`src/hdl/plsc_div.sv`:
```
// Serial signed divider: restoring, one quotient bit per cycle, truncates toward zero.
`timescale 1ns / 1ps
module plsc_div #(
    parameter int NW = 48,
    parameter int DW = 25
) (
    input  logic                 clk,
    input  logic                 rst_n,
    input  logic                 start,
    input  logic signed [NW-1:0] num,
    input  logic signed [DW-1:0] den,
    output logic                 done,
    output logic signed [NW-1:0] quo
);
    localparam int CW = $clog2(NW + 1);

    logic [NW-1:0] q_reg, q_next;
    logic [DW:0]   r_reg, r_next;
    logic [DW-1:0] d_reg;
    logic          neg_reg;
    logic [CW-1:0] cnt_reg;
    logic          busy_reg;
    logic [DW:0]   trial;

    always_comb
    begin
        trial  = {r_reg[DW-1:0], q_reg[NW-1]};
        r_next = trial;
        q_next = {q_reg[NW-2:0], 1'b0};
        if (trial >= {1'b0, d_reg})
        begin
            r_next    = trial - {1'b0, d_reg};
            q_next[0] = 1'b1;
        end
    end

    always_ff @(posedge clk or negedge rst_n)
    begin
        if (!rst_n)
        begin
            busy_reg <= 1'b0;
            done     <= 1'b0;
            cnt_reg  <= '0;
        end
        else
        begin
            done <= 1'b0;
            if (start)
            begin
                busy_reg <= 1'b1;
                cnt_reg  <= CW'(NW);
            end
            else if (busy_reg)
            begin
                cnt_reg <= cnt_reg - 1'b1;
                if (cnt_reg == CW'(1))
                begin
                    busy_reg <= 1'b0;
                    done     <= 1'b1;
                end
            end
        end
    end

    always_ff @(posedge clk)
    begin
        if (start)
        begin
            q_reg   <= num[NW-1] ? NW'(-num) : num;
            d_reg   <= den[DW-1] ? DW'(-den) : den;
            r_reg   <= '0;
            neg_reg <= num[NW-1] ^ den[DW-1];
        end
        else if (busy_reg)
        begin
            q_reg <= q_next;
            r_reg <= r_next;
        end
    end

    assign quo = neg_reg ? NW'(-$signed(q_reg)) : $signed(q_reg);
endmodule
```
`config.mk`:
```
export PLATFORM = sky130hd
export DESIGN_NAME = plsc_div
export DESIGN_NICKNAME = d
export VERILOG_FILES = /design/src/hdl/plsc_div.sv
export SDC_FILE = /design/constraint.sdc
export NUM_CORES = 1
export LEC_CHECK = 0
export ABC_AREA = 1
export BUFFER_PORTS_ARGS = -buffer_cell sky130_fd_sc_hd__buf_2
export CORE_UTILIZATION = 50
export CTS_CLUSTER_DIAMETER = 50
export CTS_CLUSTER_SIZE = 20
export DETAILED_ROUTE_END_ITERATION = 10
export PLACE_DENSITY_LB_ADDON = 0.08
export SYNTH_ARGS = -nofsm -noshare
export SYNTH_HDL_FRONTEND = slang
export SYNTH_SLANG_ARGS = --single-unit
```
`constraint.sdc`:
```
create_clock -name clk -period 3.15 [get_ports clk]
set_input_delay 0.1575 -clock clk [delete_from_list [all_inputs] [get_ports clk]]
set_output_delay 0.1575 -clock clk [all_outputs]
set_load 0.01 [all_outputs]
```
==> metrics.yaml <==
timing:
  worstMarginPinSlew_ns: 0.8406
  min_period_over_period_pct: 94.12
  fmax_mhz: 337.3
  rsz0062_at_grt: "false"
  setup_tns_ns: 0
  min_period_ns: 2.965
  timing.slew.headroom_pct: 43.96
  fin_skew_ns: 0.01368
  report.final.slew_viol_count: 0
  setup-violations-final: 0
  finalHoldViolCount: 0
yosys:
  synthMuxAreaShare_pct: 0
  syn_inst: 1631
  yosys_warnings: 0
  synth_most_common_cell: "nand2_1"
  synthTopCellsByCount: "nand2_1 (528), inv_1 (259), nor2_1 (180), nand3_1 (143), o21ai_0 (82)"
  ys_ff_latch: 107
  synthTopCellsByArea: "edfxtp_1 (22%), nand2_1 (20%), inv_1 (9.6%), nand3_1 (7.1%), nor2_1 (6.7%)"
  avgSynthCellArea_um2: 6.210
  synth_cell_types: 43
  synth_top_area_share_pct: 21.94
  synthArstFlopShare_pct: 7.477
  synth-edff-count: 74
  synth_top_family_by_area: "simple AND/OR/NAND/NOR gates"
  yosysSeqAreaShare_pct: 28.86
  synthAdderAreaFrac_pct: 3.904
  synth_flop_cell: "edfxtp_1"
  yosys.area.top_type: "edfxtp_1"
  synth_compound_area_share_pct: 6.411
  syn_area_um2: 10130
  synthSimpleGateAreaFrac_pct: 41.63
  synth_xor_area_share_pct: 7.523
  synth_fp_nets: 1738
grt:
  busiest_layer: "met2"
  met3_usage_pct: 4.404
  grt.overflow.total: 0
  grtUsageMet2_pct: 58.91
  grt_max_degree: 68
  grt_antenna_before_repair: 2
  grt_pass1_wl_um: 52050
  track_usage_pct: 33.21
  grt_use_met1_pct: 37.88
  grt_pass1_vias: 10030
clock_tree:
  clockBufferDepth: 2
  cts.htree.levels: 3
  clock_sinks: 107
  insertion_delay_ns: 0.37
  post_cts_buffers: 0
  cts_root_buffer: "clkbuf_16"
  clkTransAtPathRegs_ns: 0.08
  cts_buffers: 9
  cts_tree: "built"
cells_and_area:
  multiInputGateArea_um2: 6023
  nFillCells: 2101
  drive_above_1_share_pct: 11.28
  final_cell_area_um2: 11330
  fin_nets: 1849
  regArea_um2: 2923
  largest_register_ffs: 48
  area_growth_pct: 11.82
drt:
  vias: 10720
  drt-total-wl_um: 33660
  drc: 0
  drt_iter0_markers: 675
  drtAntennaViolNets: 0
  wire_per_inst_um: 16.71
  vias_per_cell: 5.324
  dr.pass1.iters: 5
floorplanning:
  die_h_um: 144.3
  num_rows: 51
  start_util_pct: 51.53
  io_pins: 125
  dieArea_um2: 20830
  core_um2: 19650
  fp.dieW_um: 144.3
hold_path:
  hold_start: "den[22]"
  hold_path_class: "in -> reg"
placement:
  dpl-instance-area_um2: 11010
  dp_hpwl_um: 26580
  gp_congestion: 0.9907
  io_buffer_count: 124
power:
  peakVddDrop_v: 0.0003141
  power.density_nw_per_um2: 537.6
  power.leakage_nw: 5.765
flow_run:
  drv_cap: 0
setup_path:
  worstSetupPathType: "reg -> out"
  reg2reg_from: "q_reg[47]"
  worstPathArrival_ns: 2.81
  worstSetupStartpointType: "flop"
  required_ns: 2.99
  reg2reg_depth: 10
  crit_fanout: 7
  setup.worst_path.end: "quo[20]"
  r2r_end: "q_reg[0]"
  end_kind: "output pin"
  rrSetupSlack_ns: 0.55
  startpoint: "q_reg[0]"
outcome:
  status: "complete, no violations"
## per-layer routing
metal / up-vias / share of wire, %
li1: 5384 / -
met1: 4888 / 40
met2: 354 / 49
met3: 97 / 4.5
met4: 0 / 5.9
met5: - / 0
## cell families after synthesis
logic type      Yosys count
simple gates            977
buf+inv                 308
compound gates          121
flops                   107
xor+xnor                 87
fa+ha+maj                31
## repair_timing
| item | 4_1_cts | 5_1_grt |
|---|---|---|
| hold endpoints to repair | 9 | 0 |
| resized for setup | 0 | 0 |
| hold buffers | 2 | 0 |
## cell usage in the layout (no fill, tap or decap), drive strengths merged, types with 2 or more instances in the layout
| cell type | n |
|---|---|
| dfxtp | 25 |
| nor4 | 8 |
| dfrtp | 8 |
| a31oi | 7 |
| nand2 | 536 |
| dlygate4sd3 | 2 |
| inv | 270 |
| ha | 30 |
| clkinv | 5 |
| nand3b | 9 |
| nand4 | 51 |
| diode | 2 |
| nor2 | 190 |
| and2 | 3 |
| xnor2 | 21 |
| nor3 | 20 |
| o21ai | 90 |
| or2 | 5 |
| xor2 | 66 |
| clkbuf | 10 |
| a21oi | 21 |
| buf | 137 |
| nand3 | 153 |
| edfxtp | 74 |
## metrics by stage
step	worst slack [ns]	std cells	hold WS [ns]	util, %	total power, mW
after floorplan	0.5515	1631	-0.1381	-	4.052
after global placement	0.5437	1994	0.006767	56.00	4.866
after detailed placement	0.5782	1994	0.01233	56.00	4.893
after CTS	0.2146	2012	0.09576	57.60	6.082
after global routing	0.009436	2014	0.1036	57.63	6.521
final	0.1852	2014	0.09834	57.63	6.089
## worst min-delay path by stage
stage                            to  slack (ns)  depth (start not counted)
final                     d_reg[22]         0.1                          3
after global routing       d_reg[3]        0.10                          2
after CTS                 d_reg[22]         0.1                          3
after detailed placement       done        0.01                          1
after global placement         done       0.007                          1
after floorplan            busy_reg       -0.14                          0
## final cells by class
type | count | share of cell area, %
multi-input combinational | 1216 | 53.18
sequential | 107 | 25.81
inverter | 269 | 8.915
timing repair buffer | 139 | 6.518
tap | 265 | 2.928
clock buffer | 10 | 2.033
clock inverter | 6 | 0.5745
antenna | 2 | 0.04419
## power breakdown
part	internal (mW)	total, mW	switching, mW
sequential	1.76	1.95	0.188
clock	0.568	1.19	0.624
combinational	1.01	2.95	1.94
total	3.34	6.09	2.75
## critical path, stage by stage, from the launching register on
cell and delay [ns]:
edfxtp_1 0.40, inv_1 0.18, ha_1 0.20, nand3_1 0.16
nor2_1 0.44, nand2_2 0.23, o31ai_4 0.28, nand2_1 0.11
xor2_1 0.25, buf_2 0.19
(Power assumes the default switching activity.)
