<file path="config.mk">
export PLATFORM = sky130hd
export DESIGN_NAME = plsc_cell
export DESIGN_NICKNAME = d
export VERILOG_FILES = /design/src/hdl/plsc_pkg.sv /design/src/hdl/plsc_cell.sv
export SDC_FILE = /design/constraint.sdc
export NUM_CORES = 1
export LEC_CHECK = 0
export BUFFER_PORTS_ARGS = -buffer_cell sky130_fd_sc_hd__buf_2
export CELL_PAD_IN_SITES_DETAIL_PLACEMENT = 1
export CELL_PAD_IN_SITES_GLOBAL_PLACEMENT = 1
export CORE_ASPECT_RATIO = 1.2
export CORE_MARGIN = 3
export CORE_UTILIZATION = 30
export DETAILED_ROUTE_END_ITERATION = 10
export PLACE_DENSITY_LB_ADDON = 0.1
export SYNTH_ARGS = -nofsm -noshare
export SYNTH_HDL_FRONTEND = slang
export SYNTH_SLANG_ARGS = --single-unit
</file>
<file path="constraint.sdc">
create_clock -name clk -period 4.61 [get_ports clk]
set_input_delay 0.2305 -clock clk [delete_from_list [all_inputs] [get_ports clk]]
set_output_delay 0.2305 -clock clk [all_outputs]
set_load 0.1 [all_outputs]
</file>
<file path="src/hdl/plsc_pkg.sv">
// Package: shared constants and types for the sensor calibrator.
`timescale 1ns / 1ps
package plsc_pkg;
    localparam int MAX_POINTS_DEF = 16;
    localparam int VW = 24;
    localparam int SW = 32;
    localparam int REG_IDX_W = 2;
    localparam int CFG_W = 32;

    localparam logic [1:0] KIND_CAL   = 2'd0;
    localparam logic [1:0] KIND_SET   = 2'd1;
    localparam logic [1:0] KIND_CLEAR = 2'd2;

    localparam logic [1:0] ST_OK    = 2'd0;
    localparam logic [1:0] ST_FULL  = 2'd1;
    localparam logic [1:0] ST_CLAMP = 2'd2;
    localparam logic [1:0] ST_SAT   = 2'd3;

    localparam logic [REG_IDX_W-1:0] REG_ZERO   = 2'd0;
    localparam logic [REG_IDX_W-1:0] REG_SCALE  = 2'd1;
    localparam logic [REG_IDX_W-1:0] REG_OFFSET = 2'd2;

    localparam logic signed [VW-1:0] V_MAX = 24'sh7FFFFF;
    localparam logic signed [VW-1:0] V_MIN = 24'sh800000;

    typedef logic signed [VW-1:0] val_t;

    // Per-cell report during a search sweep.
    typedef struct packed {
        logic valid;
        logic match;
        logic less;
        val_t meas;
        val_t act;
    } cell_view_t;
endpackage

</file>
<file path="src/hdl/plsc_cell.sv">
// Calibration cell: one table entry that shifts right on insert.
`timescale 1ns / 1ps
module plsc_cell (
    input  logic                clk,
    input  logic                rst_n,
    input  logic                clear,
    input  logic                ins_en,
    input  logic                upd_en,
    input  logic                sel_here,
    input  plsc_pkg::val_t      key_m,
    input  plsc_pkg::val_t      key_a,
    input  plsc_pkg::cell_view_t left,
    output plsc_pkg::cell_view_t view
);
    import plsc_pkg::*;

    logic valid_reg;
    val_t meas_reg;
    val_t act_reg;
    logic shift_in;
    logic left_moves;

    // a valid left neighbor at or above the slot moves one place right
    assign left_moves = left.valid && !left.less;

    // insert: cells at or above the slot take the left neighbor, the slot takes the key
    assign shift_in = ins_en && (valid_reg ? !view.less : left_moves);

    always_ff @(posedge clk or negedge rst_n)
    begin
        if (!rst_n)
            valid_reg <= 1'b0;
        else if (clear)
            valid_reg <= 1'b0;
        else if (ins_en && (valid_reg || sel_here || left_moves))
            valid_reg <= 1'b1;
    end

    always_ff @(posedge clk)
    begin
        if (ins_en && sel_here)
        begin
            meas_reg <= key_m;
            act_reg  <= key_a;
        end
        else if (shift_in)
        begin
            meas_reg <= left.meas;
            act_reg  <= left.act;
        end
        else if (upd_en && valid_reg && meas_reg == key_m)
            act_reg <= key_a;
    end

    assign view.valid = valid_reg;
    assign view.match = valid_reg && meas_reg == key_m;
    assign view.less  = valid_reg && meas_reg < key_m;
    assign view.meas  = meas_reg;
    assign view.act   = act_reg;
endmodule

</file>
==> results.md <==
* Outcome: complete, no violations
* Placed cell count at 508
* Slowest CP cell: a21o_1
* Post-synthesis instance area at 2870 um2
* Clock root cell: clkbuf_8
* Req. time, crit path at 4.54 ns
* Hold Slack at 0.0825 ns
* Max_slew headroom at 0.352
* Synth top area share at 0.502
* Clock transition at path regs at 0.10 ns
* Critical path buffers and inverters at 0
* First-pass GRT wire length at 11600 um
* PD cells at 342 nW/um2
* Area Overhead vs Synth at 36.0%
* Routability cong. at 0.718
* Latest clock arrival within the worst-skew pair at 0.30 ns
* Critical Path Fanout Max at 24
* Cells after Synth at 240
* Core Footprint at 9180 um2
* 1st-pass router iterations at 4
* Final Total Pwr at 1.34 mW
* Worst path max stage delay at 0.75 ns
* Top cells by area in the synthesized netlist: edfxtp_1 (50%), ha_1 (10%), mux2_4 (10%), o21ai_0 (5.1%), nand2_1 (4.1%)
* Crit path time final at 3.26 ns
* Post-route ant nets at 0
* TNS Setup at 0 ns
* Leading area contributor after synthesis: edfxtp_1
* Setup CP Type: reg -> reg
* Via Count at 2374
* Clk_skew at 0.00702 ns
* Mapped Nets at 369
* Synth Warn # at 0
* Via/cell ratio at 4.59
* CTS tree: built
* Die ar. at 10800 um2
* Post-synth ARST share at 0.0204
* Flops & latches, synth at 49
* DRC violations left at 0
* Max-cap violation count at 0
* Clock Sinks at 49
* DP Wirelength at 6230 um
* Finished Core Util at 0.425
* Hold Path Stages at 2
* Port bufs at 154
* DRT iter0 DRCs at 32
* Syn Area/Cell at 12.0 um2
* EDFF count, synth at 48
* Starting Density at 0.313
* Crit path cell chain: ha_1 > nand4_4 > nor4_2 > o311ai_2 > and4_1 > nor3_4 > a21o_1
* Most used flip-flop cell after synthesis: edfxtp_1
* Final Hold Viols at 0
* Worst IR Drop VDD at 127 uV
* Diode count at 0
* Die width at 95.3 um
* Layout cells sized above 1 at 0.496
* Final setup vio count at 0
* Vias in the first global route at 2511
* Slew Limit Fails at 0
* Pleak at 1.91 nW
* Die H at 113 um
* Levels on crit path at 7
* Initial antenna violation count at 0
* Grt ovf at 0
* Num CTS Buffers at 5
* Largest net degree at the start of global routing at 28
* H-tree Lvls at 2
* Pin slew with the least headroom to its limit at 0.971 ns
* Register area share after synthesis at 0.511
* Worst min path class: in -> reg
* FF-to-FF path depth at 7
* Final net count at 525
* Highest Clock Rate at 0.307 GHz
* WL final at 7450 um
* Ports at 156
* CP Capture Type: flip-flop
* Non-filler cells, final at 517
* Row count at 38
* RSZ-0062 raised after global routing: false
* Critical path arrival at 3.19 ns
* Post-CTS Setup Bufs at 0
* CP delay by family, top: simple AND/OR/NAND/NOR gates
* Synth cell types at 35
* Post-route clock period utilization at 0.706
* CTS max path bufs at 2
* Tot GR Track Use at 0.140
* Setup crit start kind: flip-flop
* Avg WL per Cell at 14.4 um
* Post_cts resized at 0
## metrics by stage
step / setup WS (ns) / instance area (um2)
floorplan: 0.421 / 2890
global placement: 1.41 / 3780
detailed placement: 1.31 / 3780
CTS: 1.30 / 3900
global route: 1.13 / 3900
finish: 1.35 / 3900
## cell families after synthesis
family          share of synthesized area
simple gates                       0.0911
compound gates                      0.109
flops                               0.511
buf+inv                            0.0575
mux                                 0.124
fa+ha+maj                           0.105
xor+xnor                          0.00305
## what timing repair did
action	CTS	global route
hold buffers	1	0
hold endpoints to repair	1	0
endpoints found under the setup margin	0	0
## final timing paths
kind                                    from           to  slack [ns]
min in group asynchronous              rst_n    valid_reg        0.24
worst min register to register     valid_reg    valid_reg        0.68
worst min-delay path                   clear    valid_reg        0.08
worst max register to register  meas_reg[23]  act_reg[14]        1.35
max in group asynchronous              rst_n    valid_reg        4.29
worst max-delay path            meas_reg[23]  act_reg[14]        1.35
## final cells by class
type / count / area (um2)
clock buffers: 5 / 68.8
clock inverters: 3 / 41.3
fillers: 1095 / 5270
inverters: 29 / 109
multi-input cells: 153 / 1260
flip-flops and latches: 49 / 1470
well taps: 120 / 150
repair buffers: 158 / 803
## Yosys cell counts, types with 2 or more instances
cell      count
a21oi_1      11
nand4_1       4
buf_6         2
nor2_1        6
o31ai_1       2
edfxtp_1     48
ha_1         24
nand2_1      31
inv_1        29
mux2_4       20
o21ai_0      29
clkbuf_1      4
mux2_2        5
nand3_1       2
buf_4         2
nor3_1        2
## report_power, final
group	internal, mW	total (mW)	switching [mW]
logic	0.117	0.476	0.359
registers	0.535	0.549	0.0135
clock network	0.160	0.311	0.151
total	0.812	1.34	0.523
## per-layer routing
layer | up-vias | GRT usage | routed length, um
met1 | 1082 | 0.145 | 2750
li1 | 1177 | - | -
met2 | 109 | 0.252 | 3690
met5 | - | 0 | 0
met3 | 6 | 0.0592 | 921
met4 | 0 | 0.0414 | 89
## placed cells by master (no fill, tap or decap), drive strengths merged
| master | n |
|---|---|
| a2111oi | 1 |
| a211oi | 1 |
| a21o | 1 |
| a21oi | 11 |
| a22oi | 1 |
| a41oi | 2 |
| and2 | 1 |
| and4 | 1 |
| buf | 157 |
| bufinv | 1 |
| clkbuf | 5 |
| clkinv | 1 |
| clkinvlp | 1 |
| dfrtp | 1 |
| dlygate4sd3 | 1 |
| edfxtp | 48 |
| ha | 24 |
| inv | 29 |
| mux2 | 25 |
| nand2 | 31 |
| nand2b | 1 |
| nand3 | 3 |
| nand4 | 5 |
| nor2 | 6 |
| nor2b | 1 |
| nor3 | 2 |
| nor4 | 2 |
| o211ai | 1 |
| o21ai | 29 |
| o311ai | 1 |
| o31ai | 2 |
| xnor2 | 1 |
(Power assumes the default switching activity.)
